<file path="src/rtl/hfdw_pkg.sv">
package hfdw_pkg;

    localparam int POS_W      = 16;
    localparam int ELEM_W     = 15;
    localparam int FACET_W    = 11;
    localparam int STATUS_W   = 3;
    localparam int SIZE_W     = 5;
    localparam int DOF_W      = 4;
    localparam int SEL_W      = 3;
    localparam int CFG_IDX_W  = 4;
    localparam int CFG_DATA_W = 5;

    localparam int MAX_ORDER_DEF = 16;
    localparam int MAX_DOF_DEF   = 8;

    // Configuration register indexes.
    localparam logic [CFG_IDX_W-1:0] CFG_ELEM_X  = 4'd0;
    localparam logic [CFG_IDX_W-1:0] CFG_ELEM_Y  = 4'd1;
    localparam logic [CFG_IDX_W-1:0] CFG_ELEM_Z  = 4'd2;
    localparam logic [CFG_IDX_W-1:0] CFG_FACET_X = 4'd3;
    localparam logic [CFG_IDX_W-1:0] CFG_FACET_Y = 4'd4;
    localparam logic [CFG_IDX_W-1:0] CFG_FACE    = 4'd5;
    localparam logic [CFG_IDX_W-1:0] CFG_ORIENT  = 4'd6;
    localparam logic [CFG_IDX_W-1:0] CFG_DOF     = 4'd7;

    // Result status codes.
    localparam logic [STATUS_W-1:0] ST_PAIR     = 3'd0;
    localparam logic [STATUS_W-1:0] ST_INNER    = 3'd1;
    localparam logic [STATUS_W-1:0] ST_OUTER    = 3'd2;
    localparam logic [STATUS_W-1:0] ST_BAD_FACE = 3'd3;
    localparam logic [STATUS_W-1:0] ST_DONE     = 3'd4;

    typedef enum logic [3:0] {
        PH_ACTIVE = 4'b0001,
        PH_INNER  = 4'b0010,
        PH_OUTER  = 4'b0100,
        PH_DONE   = 4'b1000
    } phase_t;

    typedef struct packed {
        logic [POS_W-1:0] start;
        logic [POS_W-1:0] stride;
        logic [POS_W-1:0] stop;
    } bounds_t;

    typedef struct packed {
        bounds_t outer;
        bounds_t inner;
    } loops_t;

    typedef struct packed {
        loops_t           elem;
        loops_t           facet;
        logic             face_ok;
        logic [DOF_W-1:0] dof;
    } walk_cfg_t;

    typedef struct packed {
        logic [ELEM_W-1:0]   elem_index;
        logic [FACET_W-1:0]  facet_index;
        logic                last;
        logic [STATUS_W-1:0] status;
    } result_t;

endpackage

</file>
<file path="src/rtl/hex_face_dof_index_walker.sv">
// The result word of an accepted request is shown the cycle after.
// Throughput: one request per cycle while in_stall is low; the walker steps its position on each accepted request.
// After reset and after every configuration write the request side stalls
// while the two-stage loop bounds registers are refreshed from the configuration.
// Reset: configuration registers take their reset values and the walk is done.
module hex_face_dof_index_walker
    import hfdw_pkg::*;
#(
    parameter int MAX_ORDER = MAX_ORDER_DEF,
    parameter int MAX_DOF   = MAX_DOF_DEF
)
(
    input  logic                  clk,
    input  logic                  rst_n,
    input  logic                  in_valid,
    output logic                  in_stall,
    input  logic                  restart,
    output logic                  out_valid,
    input  logic                  out_stall,
    output logic [ELEM_W-1:0]     elem_index,
    output logic [FACET_W-1:0]    facet_index,
    output logic                  last,
    output logic [STATUS_W-1:0]   status,
    input  logic                  cfg_valid,
    output logic                  cfg_ready,
    input  logic [CFG_IDX_W-1:0]  cfg_index,
    input  logic [CFG_DATA_W-1:0] cfg_data
);

    walk_cfg_t wcfg;
    logic      settling;
    logic      in_acc;
    result_t   res, out_reg;
    logic      out_valid_reg;

    hfdw_bounds #(
        .MAX_ORDER (MAX_ORDER),
        .MAX_DOF   (MAX_DOF)
    ) u_bounds (
        .clk       (clk),
        .rst_n     (rst_n),
        .cfg_valid (cfg_valid),
        .cfg_index (cfg_index),
        .cfg_data  (cfg_data),
        .wcfg      (wcfg),
        .settling  (settling)
    );

    hfdw_walker #(
        .MAX_DOF (MAX_DOF)
    ) u_walker (
        .clk     (clk),
        .rst_n   (rst_n),
        .accept  (in_acc),
        .restart (restart),
        .wcfg    (wcfg),
        .res     (res)
    );

    // A new word may enter while the output register is being emptied.
    assign in_stall  = settling || (out_valid_reg && out_stall);
    assign in_acc    = in_valid && !in_stall;
    assign cfg_ready = 1'b1;

    always_ff @(posedge clk or negedge rst_n)
    begin
        if (!rst_n)
        begin
            out_valid_reg <= 1'b0;
        end
        else if (in_acc)
        begin
            out_valid_reg <= 1'b1;
        end
        else if (!out_stall)
        begin
            out_valid_reg <= 1'b0;
        end
    end

    always_ff @(posedge clk)
    begin
        if (in_acc)
        begin
            out_reg <= res;
        end
    end

    assign out_valid   = out_valid_reg;
    assign elem_index  = out_reg.elem_index;
    assign facet_index = out_reg.facet_index;
    assign last        = out_reg.last;
    assign status      = out_reg.status;

    a_cfg_holds_off: assert property (@(posedge clk) disable iff (!rst_n)
        cfg_valid && cfg_ready |=> in_stall)
        else $error("request accepted before loop bounds settled");

    a_accept_shows: assert property (@(posedge clk) disable iff (!rst_n)
        in_acc |=> out_valid)
        else $error("accepted request produced no result word");

    a_error_clean: assert property (@(posedge clk) disable iff (!rst_n)
        out_valid && (status != ST_PAIR) |-> (elem_index == '0) && (facet_index == '0) && !last)
        else $error("non-pair result carries index or last");

endmodule

</file>
<file path="src/rtl/hfdw_bounds.sv">
module hfdw_bounds
    import hfdw_pkg::*;
#(
    parameter int MAX_ORDER = MAX_ORDER_DEF,
    parameter int MAX_DOF   = MAX_DOF_DEF
)
(
    input  logic                  clk,
    input  logic                  rst_n,
    input  logic                  cfg_valid,
    input  logic [CFG_IDX_W-1:0]  cfg_index,
    input  logic [CFG_DATA_W-1:0] cfg_data,
    output walk_cfg_t             wcfg,
    output logic                  settling
);

    localparam logic [SEL_W-1:0] FACE_X_LO = 3'd0;
    localparam logic [SEL_W-1:0] FACE_X_HI = 3'd1;
    localparam logic [SEL_W-1:0] FACE_Y_HI = 3'd2;
    localparam logic [SEL_W-1:0] FACE_Y_LO = 3'd3;
    localparam logic [SEL_W-1:0] FACE_Z_LO = 3'd4;
    localparam logic [SEL_W-1:0] FACE_Z_HI = 3'd5;

    localparam logic [SEL_W-1:0] ORI_FWD_UNIT = 3'd0;
    localparam logic [SEL_W-1:0] ORI_UNIT_REV = 3'd1;
    localparam logic [SEL_W-1:0] ORI_REV_DOWN = 3'd2;
    localparam logic [SEL_W-1:0] ORI_DOWN_FWD = 3'd3;
    localparam logic [SEL_W-1:0] ORI_UNIT_FWD = 3'd4;
    localparam logic [SEL_W-1:0] ORI_FWD_DOWN = 3'd5;
    localparam logic [SEL_W-1:0] ORI_DOWN_REV = 3'd6;

    logic [SIZE_W-1:0] ex_reg, ey_reg, ez_reg, fx_reg, fy_reg;
    logic [SEL_W-1:0]  face_reg, orient_reg;
    logic [DOF_W-1:0]  dof_reg;
    logic [1:0]        settle_reg;

    // First stage: clamped sizes and the pairwise products.
    logic [SIZE_W-1:0]   ox_reg, oy_reg, oz_reg, qx_reg, qy_reg;
    logic [2*SIZE_W-1:0] oyz_reg, oxy_reg, qxy_reg;
    logic [DOF_W-1:0]    dofe_reg;

    walk_cfg_t wcfg_reg, wcfg_next;

    function automatic logic [SIZE_W-1:0] clamp_size(input logic [SIZE_W-1:0] v);
        logic [SIZE_W-1:0] r;
        r = v;
        if (v == '0)
        begin
            r = SIZE_W'(1);
        end
        else if (32'(v) > MAX_ORDER)
        begin
            r = SIZE_W'(MAX_ORDER);
        end
        return r;
    endfunction

    function automatic bounds_t mk(input logic [POS_W-1:0] s, input logic [POS_W-1:0] st,
                                   input logic [POS_W-1:0] e);
        bounds_t b;
        b.start  = s;
        b.stride = st;
        b.stop   = e;
        return b;
    endfunction

    always_ff @(posedge clk or negedge rst_n)
    begin
        if (!rst_n)
        begin
            ex_reg     <= SIZE_W'(1);
            ey_reg     <= SIZE_W'(1);
            ez_reg     <= SIZE_W'(1);
            fx_reg     <= SIZE_W'(1);
            fy_reg     <= SIZE_W'(1);
            face_reg   <= '0;
            orient_reg <= '0;
            dof_reg    <= DOF_W'(1);
            settle_reg <= 2'd2;
        end
        else
        begin
            if (cfg_valid)
            begin
                settle_reg <= 2'd2;
                case (cfg_index)
                    CFG_ELEM_X:  ex_reg     <= cfg_data;
                    CFG_ELEM_Y:  ey_reg     <= cfg_data;
                    CFG_ELEM_Z:  ez_reg     <= cfg_data;
                    CFG_FACET_X: fx_reg     <= cfg_data;
                    CFG_FACET_Y: fy_reg     <= cfg_data;
                    CFG_FACE:    face_reg   <= cfg_data[SEL_W-1:0];
                    CFG_ORIENT:  orient_reg <= cfg_data[SEL_W-1:0];
                    CFG_DOF:     dof_reg    <= cfg_data[DOF_W-1:0];
                    default:     ;
                endcase
            end
            else if (settle_reg != 2'd0)
            begin
                settle_reg <= settle_reg - 2'd1;
            end
        end
    end

    always_ff @(posedge clk)
    begin
        ox_reg  <= clamp_size(ex_reg);
        oy_reg  <= clamp_size(ey_reg);
        oz_reg  <= clamp_size(ez_reg);
        qx_reg  <= clamp_size(fx_reg);
        qy_reg  <= clamp_size(fy_reg);
        oyz_reg <= clamp_size(ey_reg) * clamp_size(ez_reg);
        oxy_reg <= clamp_size(ex_reg) * clamp_size(ey_reg);
        qxy_reg <= clamp_size(fx_reg) * clamp_size(fy_reg);
        if (dof_reg == '0)
        begin
            dofe_reg <= DOF_W'(1);
        end
        else if (32'(dof_reg) > MAX_DOF)
        begin
            dofe_reg <= DOF_W'(MAX_DOF);
        end
        else
        begin
            dofe_reg <= dof_reg;
        end
    end

    // Second stage products, each a single multiply after the first stage.
    logic [POS_W-1:0] n_w, ox1_oyz, oxy1_oz, oy1_oz, qx1_qy;
    logic [POS_W-1:0] oz_w, oyz_w, qy_w, qxy_w;
    bounds_t fwd_b, unit_b, rev_b, down_b, einner_b;

    always_comb
    begin
        n_w     = POS_W'(ox_reg * oyz_reg);
        ox1_oyz = POS_W'((ox_reg - SIZE_W'(1)) * oyz_reg);
        oxy1_oz = POS_W'((oxy_reg - (2*SIZE_W)'(1)) * oz_reg);
        oy1_oz  = POS_W'((oy_reg - SIZE_W'(1)) * oz_reg);
        qx1_qy  = POS_W'((qx_reg - SIZE_W'(1)) * qy_reg);
        oz_w    = POS_W'(oz_reg);
        oyz_w   = POS_W'(oyz_reg);
        qy_w    = POS_W'(qy_reg);
        qxy_w   = POS_W'(qxy_reg);

        fwd_b    = mk('0, qy_w, qxy_w);
        unit_b   = mk('0, POS_W'(1), qy_w);
        rev_b    = mk(qx1_qy, -qy_w, -qy_w);
        down_b   = mk(qy_w - POS_W'(1), '1, '1);
        einner_b = mk('0, POS_W'(1), oz_w);

        wcfg_next         = wcfg_reg;
        wcfg_next.dof     = dofe_reg;
        wcfg_next.face_ok = 1'b1;
        wcfg_next.elem.inner = einner_b;
        case (face_reg)
            FACE_X_LO: wcfg_next.elem.outer = mk('0, oyz_w, n_w);
            FACE_X_HI: wcfg_next.elem.outer = mk(ox1_oyz, oz_w, n_w);
            FACE_Y_HI: wcfg_next.elem.outer = mk(oxy1_oz, -oyz_w, -oz_w);
            FACE_Y_LO: wcfg_next.elem.outer = mk(oy1_oz, -oz_w, -oz_w);
            FACE_Z_LO:
            begin
                wcfg_next.elem.outer = mk('0, oz_w, oyz_w);
                wcfg_next.elem.inner = mk('0, oyz_w, n_w);
            end
            FACE_Z_HI:
            begin
                // The outer end stays at the full point count, unlike the face above.
                wcfg_next.elem.outer = mk(oz_w - POS_W'(1), oyz_w, n_w);
                wcfg_next.elem.inner = mk('0, oz_w, oyz_w);
            end
            default:
            begin
                wcfg_next.face_ok = 1'b0;
            end
        endcase

        case (orient_reg)
            ORI_FWD_UNIT:
            begin
                wcfg_next.facet.outer = fwd_b;
                wcfg_next.facet.inner = unit_b;
            end
            ORI_UNIT_REV:
            begin
                wcfg_next.facet.outer = unit_b;
                wcfg_next.facet.inner = rev_b;
            end
            ORI_REV_DOWN:
            begin
                wcfg_next.facet.outer = rev_b;
                wcfg_next.facet.inner = down_b;
            end
            ORI_DOWN_FWD:
            begin
                wcfg_next.facet.outer = down_b;
                wcfg_next.facet.inner = fwd_b;
            end
            ORI_UNIT_FWD:
            begin
                wcfg_next.facet.outer = unit_b;
                wcfg_next.facet.inner = fwd_b;
            end
            ORI_FWD_DOWN:
            begin
                wcfg_next.facet.outer = fwd_b;
                wcfg_next.facet.inner = down_b;
            end
            ORI_DOWN_REV:
            begin
                wcfg_next.facet.outer = down_b;
                wcfg_next.facet.inner = rev_b;
            end
            default:
            begin
                wcfg_next.facet.outer = rev_b;
                wcfg_next.facet.inner = unit_b;
            end
        endcase
    end

    always_ff @(posedge clk)
    begin
        wcfg_reg <= wcfg_next;
    end

    assign wcfg     = wcfg_reg;
    assign settling = (settle_reg != 2'd0);

endmodule

</file>
<file path="src/rtl/hfdw_walker.sv">
module hfdw_walker
    import hfdw_pkg::*;
#(
    parameter int MAX_DOF = MAX_DOF_DEF
)
(
    input  logic      clk,
    input  logic      rst_n,
    input  logic      accept,
    input  logic      restart,
    input  walk_cfg_t wcfg,
    output result_t   res
);

    localparam int KW = (MAX_DOF > 1) ? $clog2(MAX_DOF) : 1;

    phase_t           phase_reg, phase_next, phase_cur;
    logic [POS_W-1:0] ro_reg, ri_reg, fo_reg, fi_reg;
    logic [POS_W-1:0] ro_next, ri_next, fo_next, fi_next;
    logic [POS_W-1:0] ro_cur, ri_cur, fo_cur, fi_cur;
    logic [KW-1:0]    k_reg, k_next, k_cur;

    logic [POS_W-1:0]       rsum, fsum, rj_adv, fj_adv, ro_adv, fo_adv;
    logic [POS_W+DOF_W-1:0] eprod, fprod;
    logic [7:0]             k_inc;
    logic                   wrap, ie, fe, oe, ofe;

    // A restart word loads the loop starts before the step is taken.
    always_comb
    begin
        phase_cur = phase_reg;
        ro_cur    = ro_reg;
        ri_cur    = ri_reg;
        fo_cur    = fo_reg;
        fi_cur    = fi_reg;
        k_cur     = k_reg;
        if (restart)
        begin
            phase_cur = PH_ACTIVE;
            ro_cur    = wcfg.elem.outer.start;
            ri_cur    = wcfg.elem.inner.start;
            fo_cur    = wcfg.facet.outer.start;
            fi_cur    = wcfg.facet.inner.start;
            k_cur     = '0;
        end
    end

    always_comb
    begin
        rsum   = ro_cur + ri_cur;
        fsum   = fo_cur + fi_cur;
        eprod  = {{DOF_W{1'b0}}, rsum} * {{POS_W{1'b0}}, wcfg.dof};
        fprod  = {{DOF_W{1'b0}}, fsum} * {{POS_W{1'b0}}, wcfg.dof};
        k_inc  = 8'(k_cur) + 8'd1;
        wrap   = (k_inc >= {4'd0, wcfg.dof});
        rj_adv = ri_cur + wcfg.elem.inner.stride;
        fj_adv = fi_cur + wcfg.facet.inner.stride;
        ro_adv = ro_cur + wcfg.elem.outer.stride;
        fo_adv = fo_cur + wcfg.facet.outer.stride;
        ie     = (rj_adv == wcfg.elem.inner.stop);
        fe     = (fj_adv == wcfg.facet.inner.stop);
        oe     = (ro_adv == wcfg.elem.outer.stop);
        ofe    = (fo_adv == wcfg.facet.outer.stop);

        phase_next = phase_cur;
        ro_next    = ro_cur;
        ri_next    = ri_cur;
        fo_next    = fo_cur;
        fi_next    = fi_cur;
        k_next     = k_cur;
        res        = '0;
        res.status = ST_DONE;

        case (phase_cur)
            PH_ACTIVE:
            begin
                if (!wcfg.face_ok)
                begin
                    res.status = ST_BAD_FACE;
                    phase_next = PH_DONE;
                end
                else
                begin
                    res.status      = ST_PAIR;
                    res.elem_index  = ELEM_W'(eprod + (POS_W+DOF_W)'(k_cur));
                    res.facet_index = FACET_W'(fprod + (POS_W+DOF_W)'(k_cur));
                    k_next          = wrap ? '0 : k_inc[KW-1:0];
                    if (wrap)
                    begin
                        ri_next = rj_adv;
                        fi_next = fj_adv;
                        if (ie || fe)
                        begin
                            if (!(ie && fe))
                            begin
                                phase_next = PH_INNER;
                            end
                            else
                            begin
                                ro_next = ro_adv;
                                fo_next = fo_adv;
                                if (oe || ofe)
                                begin
                                    phase_next = (oe && ofe) ? PH_DONE : PH_OUTER;
                                end
                                else
                                begin
                                    ri_next = wcfg.elem.inner.start;
                                    fi_next = wcfg.facet.inner.start;
                                end
                            end
                        end
                    end
                    res.last = (phase_next != PH_ACTIVE);
                end
            end
            PH_INNER:
            begin
                res.status = ST_INNER;
                phase_next = PH_DONE;
            end
            PH_OUTER:
            begin
                res.status = ST_OUTER;
                phase_next = PH_DONE;
            end
            default:
            begin
                res.status = ST_DONE;
            end
        endcase
    end

    always_ff @(posedge clk or negedge rst_n)
    begin
        if (!rst_n)
        begin
            phase_reg <= PH_DONE;
            ro_reg    <= '0;
            ri_reg    <= '0;
            fo_reg    <= '0;
            fi_reg    <= '0;
            k_reg     <= '0;
        end
        else if (accept)
        begin
            phase_reg <= phase_next;
            ro_reg    <= ro_next;
            ri_reg    <= ri_next;
            fo_reg    <= fo_next;
            fi_reg    <= fi_next;
            k_reg     <= k_next;
        end
    end

endmodule
</file>
<file path="config.mk">
export PLATFORM = sky130hd
export DESIGN_NAME = hex_face_dof_index_walker
export DESIGN_NICKNAME = d
export VERILOG_FILES = /design/src/rtl/hfdw_pkg.sv /design/src/rtl/hex_face_dof_index_walker.sv /design/src/rtl/hfdw_bounds.sv /design/src/rtl/hfdw_walker.sv
export SDC_FILE = /design/constraint.sdc
export NUM_CORES = 2
export LEC_CHECK = 0
export ABC_CLOCK_PERIOD_IN_PS = 5300
export BUFFER_PORTS_ARGS = -buffer_cell sky130_fd_sc_hd__buf_2
export CAP_MARGIN = 20
export CORE_ASPECT_RATIO = 0.75
export CORE_MARGIN = 3
export CORE_UTILIZATION = 40
export DETAILED_ROUTE_END_ITERATION = 8
export SYNTH_ARGS = -nofsm -noshare
export SYNTH_HDL_FRONTEND = slang
export SYNTH_SLANG_ARGS = --single-unit
</file>
<file path="constraint.sdc">
create_clock -name clk -period 5.3 [get_ports clk]
set_clock_uncertainty 0.1 [all_clocks]
set_input_delay 0.53 -clock clk [delete_from_list [all_inputs] [get_ports clk]]
set_output_delay 0.53 -clock clk [all_outputs]
set_load 0.02 [all_outputs]
</file>
Yosys cells after proc, flatten, opt, wreduce, memory -nomap -nowiden --
Index checks and enable logic that the tools add are counted.
Storage, ports and cells: register bits after elaboration 373, output and inout bits 33, word-level logic and storage cells 199
Cells by class: add/subtract/negate cells 19, $mul 10, order comparisons 7, equality and inequality tests 27, multiplexer cells 61, reductions and logical operators 32
Operator list (number):
- $pmux 96 s7 | 1
- $mux 16 | 26
- $pmux 48 s6 | 1
- $add 16x16->16 | 5
- $eq 16x16->1 | 4
- $pmux 26 s2 | 1
- $mux 5 | 10
- $mul 16x5->16 | 3
- $mux 4 | 10
- $neg 5->16 | 2
- $mul 5x5->10 | 3
- $sub 5x1->6 const B | 5
- $gt 5x5->1 const B | 5
- $logic_not 5->1 | 5
- $eq 4x3->1 const B | 5
- $reduce_and 2->1 | 9
- $add 16x10->16 | 1
- $mul 16x10->16 | 1
- $mul 16x4->11 | 1
- $mul 16x4->15 | 1
- $neg 10->16 | 1
- $add 15x3->15 | 1
- $eq 3x3->1 const B | 5
- $mul 5x10->15 | 1
- other kinds (26) | 49

Longest topological paths before layout --
word-level depth 13, gate-level depth with buffers 27, depth with buffers taken out 24

By module --
From an unflattened synthesis, not the netlist that was laid out.
Second synthesis, totals: cell total of the unflattened synthesis 3677, area total of the unflattened synthesis 32790.2 µm²
By module, submodules not included:
- hfdw_bounds | times used 1, cells an instance 2053, area an instance 18848.1 µm²
- hfdw_walker | times used 1, cells an instance 1586, area an instance 12968.7 µm²
- hex_face_dof_index_walker | times used 1, cells an instance 38, area an instance 973.4 µm²

Worst setup path after synthesis --
OpenSTA, ideal clock, no wires.
kind input to register, start input port restart, end register out_reg (netlist bit elem_index[14]), data pin, arrival 6.725 ns, required time 5.060 ns, path slack -1.665 ns, stages on the path 26, buffers on the path 3, cell sequence clkbuf_1 -> clkbuf_1 -> buf_1 -> mux2_2 -> ha_1 -> fa_1 -> a21o_1 -> a21o_1 -> a21oi_1 -> o21a_1 -> o21bai_1 -> xor2_1 -> nand2_1 -> fa_1 -> inv_1 -> fa_1 -> ha_1 -> ha_1 -> and3_1 -> a211oi_1 -> o21bai_1 -> a21oi_1 -> o21ai_0 -> xnor2_1 -> xnor3_1 -> nor2_1
Between the ends: longest elaborated chain between the ends 4
RTL lines:
- start: declaration | RTL line hex_face_dof_index_walker.sv:17 | input logic restart,
- $mux 16 | RTL line hfdw_walker.sv:37 | if (restart)
- $add 16x16->16 | RTL line hfdw_walker.sv:50 | rsum = ro_cur + ri_cur;
- $mul 16x4->15 | RTL line hfdw_walker.sv:52 | eprod = {{DOF_W{1'b0}}, rsum} * {{POS_W{1'b0}}, wcfg.dof};
- $add 15x3->15 | RTL line hfdw_walker.sv:85 | res.elem_index = ELEM_W'(eprod + (POS_W+DOF_W)'(k_cur));
- end signal: assignment | RTL line hex_face_dof_index_walker.sv:85 | out_reg <= res;
- end: declaration | RTL line hex_face_dof_index_walker.sv:33 | result_t res, out_reg;
Several ways; a longest one is shown, not always the timed one. A chain may end at the register's enable or synchronous reset.

==> impl_results.md <==
- Share of layout cells above drive strength 1: 18.9%
- Pre-antenna DRT Iters: 6
- FF+latch count, synth: 346
- FP Rows: 91
- Post-layout minimum cycle time: 5.48 ns
- Area delta synth->final: 18.9%
- Ys Warns: 0
- Final count of negative-setup-slack endpoints: 6
- Post-synth EDFFs: 78
- Final ANT Viol Nets: 0
- Cell Area, Placed: 0.0380 mm2
- Top FF cell, synth: dfxtp_1
- Worst VDD drop: 345 uV
- Final period util: 103%
- Number of flip-flops under the largest register name: 148
- Share of flip-flops with an asynchronous set or reset: 31.5%
- Setup CP Type: reg2reg
- Placeable Area: 0.0828 mm2
- P_leak: 19.0 nW
- Die H: 257 um
- Max Slew Vio Count: 0
- Final hold violations: 0
- Root Buffer: clkbuf_16
- Cell repeated most along the worst path: fa_1
- Slowest CP cell: fa_1
- CP startpoint kind: flip-flop
- GRT met2 Usage: 29.2%
- Run status: finished with violations
- Post-route setup slack: -0.180 ns
- CTS max path bufs: 3
- Clock sink count: 346
- Initial antenna violation count: 6
- Final wirelength: 95800 um
- Nets@finish: 4712
- GPL Wtd Cong: 0.911
- Drt drc: 0
- CTS HTree Levels: 2
- Power, Total: 25.6 mW
- Share of the synthesized area in the top cell type: 14.0%
- Syn Area/Cell: 8.79 um2
- PortBufs: 46
- Worst-path fanout max: 6
- Max stage delay on crit path: 0.54 ns
- Synth top area cells: fa_1 (14%), ha_1 (11%), dfxtp_1 (9.5%)
- GR Layer Usage met1: 35.6%
- CP Cell Sequence: inv_6 -> ha_4 -> nand2_4 -> xnor2_4 -> nand2_2 -> fa_1 -> inv_1 -> fa_1 -> ha_1 -> fa_1 -> inv_2 -> fa_1 -> inv_2 -> ha_4 -> a21boi_4 -> o21ai_2 -> a21boi_4 -> o21ai_2 -> a21boi_1 -> o21a_1 -> or3_4 -> a31oi_4 -> o221ai_2
- Gr busiest metal: met1
- Iter 0 DRT Violations: 2277
- Total global-route track usage: 21.6%
- DR vias/cell: 5.28
- Vias: 28000
- Worst EP arrival: 5.69 ns
- Vias in the first global route: 26600
- Layout Utilization: 48.4%
- Failing checks: negative setup slack
- DR WL/cell: 18.1 um
- Syn nets: 4384
- Design area: 0.0400 mm2
- Cells after Synth: 3830
- Largest net degree at the start of global routing: 103
- Worst-skew pair later-pin latency: 0.58 ns
- CTS tree: yes
- Grt ovf: 0
- Worst-path clk slew: 0.06 ns
- Starting Density: 40.7%
- Dpl hpwl: 76700 um
- First-pass GRT wire length: 152000 um
- Cell Pwr Density: 640 mW/mm2
- Unrepaired setup endpoints after global routing: true
- Worst min path class: in2reg
- Max_slew headroom: 28.3%
- Synth unique cells: 98
- Worst Max-Slew Pin Slew: 1.07 ns
- CP required: 5.51 ns
- Num ports: 48
- Die area: 0.0877 mm2
- Seq/Total Area, Yosys: 24.5%
- Yosys top cell by area: fa_1
- Post-Syn Area: 0.0337 mm2
- Setup crit end kind: flip-flop
- F_max: 182 MHz
- Placed cells: 5211
- Non-Filler Instances: 5305
- Total CTS buffers: 37
- DIE WIDTH: 341 um
- Max Cap Violations: 0
- GR Util met3: 3.96%
- Hold_ws: 0.181 ns
-- where the power goes --
group	switching [mW]	internal (mW)
Clock	1.20	1.67
Sequential	0.883	3.78
Combinational	9.80	8.29
-- per-stage QoR --
stage	setup TNS [ns]	worst slack, ns
after floorplan	-1.55	-0.422
after global placement	-12.70	-0.476
after detailed placement	-21.81	-0.502
after CTS	-0.393	-0.146
after global routing	-2.39	-0.397
final	-0.505	-0.180
-- final timing paths --
check	start	to	slack, ns	cells past startpoint
max in group asynchronous	rst_n	u_walker.ro_reg[9]$_DFFE_PN0P_	3.67	3
min in group asynchronous	rst_n	u_bounds.fx_reg[3]$_DFFE_PN0P_	0.38	2
max reg2reg	u_bounds.ox_reg[1]$_DFF_P_	u_bounds.wcfg[193]$_DFFE_PP_	-0.18	23
min	cfg_valid	u_bounds.settle_reg[0]$_DFFE_PN0P_	0.18	2
max	u_bounds.ox_reg[1]$_DFF_P_	u_bounds.wcfg[193]$_DFFE_PP_	-0.18	23
min reg2reg	u_bounds.dofe_reg[0]$_SDFF_PP1_	u_bounds.wcfg[0]$_DFF_P_	0.23	0
-- per-layer routing --
| metal | up-vias | wire length, um | part of all wire [%] |
|---|---|---|---|
| li1 | 13600 | - | - |
| met1 | 13500 | 49900 | 52 |
| met2 | 803 | 37100 | 39 |
| met3 | 84 | 7640 | 8.0 |
| met4 | 2 | 1150 | 1.2 |
| met5 | - | 14 | 0.015 |
-- synth_stat cells (54+ instances only) --
library cell	n
a21o_1	54
a21oi_1	179
and2_1	124
clkbuf_1	142
dfrtp_1	101
dfxtp_1	159
edfxtp_1	78
fa_1	235
ha_1	304
inv_1	450
mux2_2	80
mux2i_1	55
nand2_1	361
nor2_1	307
nor2b_1	64
nor3_1	61
o21ai_0	188
xnor2_1	173
xor2_1	75
-- cells by family (layout without fill, tap and decap cells) --
group                      count (synthesis)  count (layout)  synth area share, %
adders and majority gates                539             539                 25.3
buffers and inverters                    632             989                 7.19
AOI/OAI and AO/OA                        772             772                 15.1
muxes                                    135             135                 4.31
DFF                                      346             346                 24.5
xor gates and xnor gates                 262             262                 7.37
other                                      1               3               0.0111
and+or+nand+nor                         1143            1143                 16.2
-- layout by cell type, fill, tap and decap left out, types with 14 or more instances in the layout --
cell,count
a31oi_1,19
nor4_1,21
o21ai_0,166
a21oi_1,159
a21oi_2,19
nand3_1,30
ha_1,286
xnor2_1,163
dfxtp_1,154
nor3_1,59
nor2_1,303
mux2_2,76
o31ai_1,21
nand2b_1,53
xor2_1,73
ha_4,18
mux2i_1,55
o21a_1,21
or2_2,14
buf_4,409
nand2_1,351
or3_1,22
o22ai_1,22
clkbuf_16,42
a22o_1,17
o21bai_1,32
inv_1,437
nor2b_1,63
dfrtp_1,100
and3_1,19
a211oi_1,26
fa_1,227
edfxtp_1,78
buf_2,45
a21o_1,54
and2_1,123
o211ai_1,20
a211o_1,14
-- layout make-up --
class	count	area, um2
Multi-Input combinational cell	2852	23800
Clock inverter	16	186
Inverter	452	1710
Clock buffer	52	1140
Fill cell	7950	42700
Sequential cell	346	8270
Antenna cell	2	5.00
Timing Repair Buffer	469	3500
Tap cell	1116	1400
-- worst max-delay path, delay by kind of cell, from the launching register on --
family / cells / cell delay (ns)
xor gates and xnor gates: 1 / 0.26
adders and majority gates: 7 / 2.63
DFF: 1 / 0.36
buffers and inverters: 4 / 0.21
and+or+nand+nor: 3 / 0.51
AOI/OAI and AO/OA: 8 / 1.14
-- timing repair --
item,CTS,global route
hold buffers,1,0
endpoints found under the hold margin,30,0
resized for setup,56,80
setup buffers,6,17
endpoints found under the setup margin,10,79
pin swaps,45,57
Note: power is estimated with default switching activity, not from simulation.
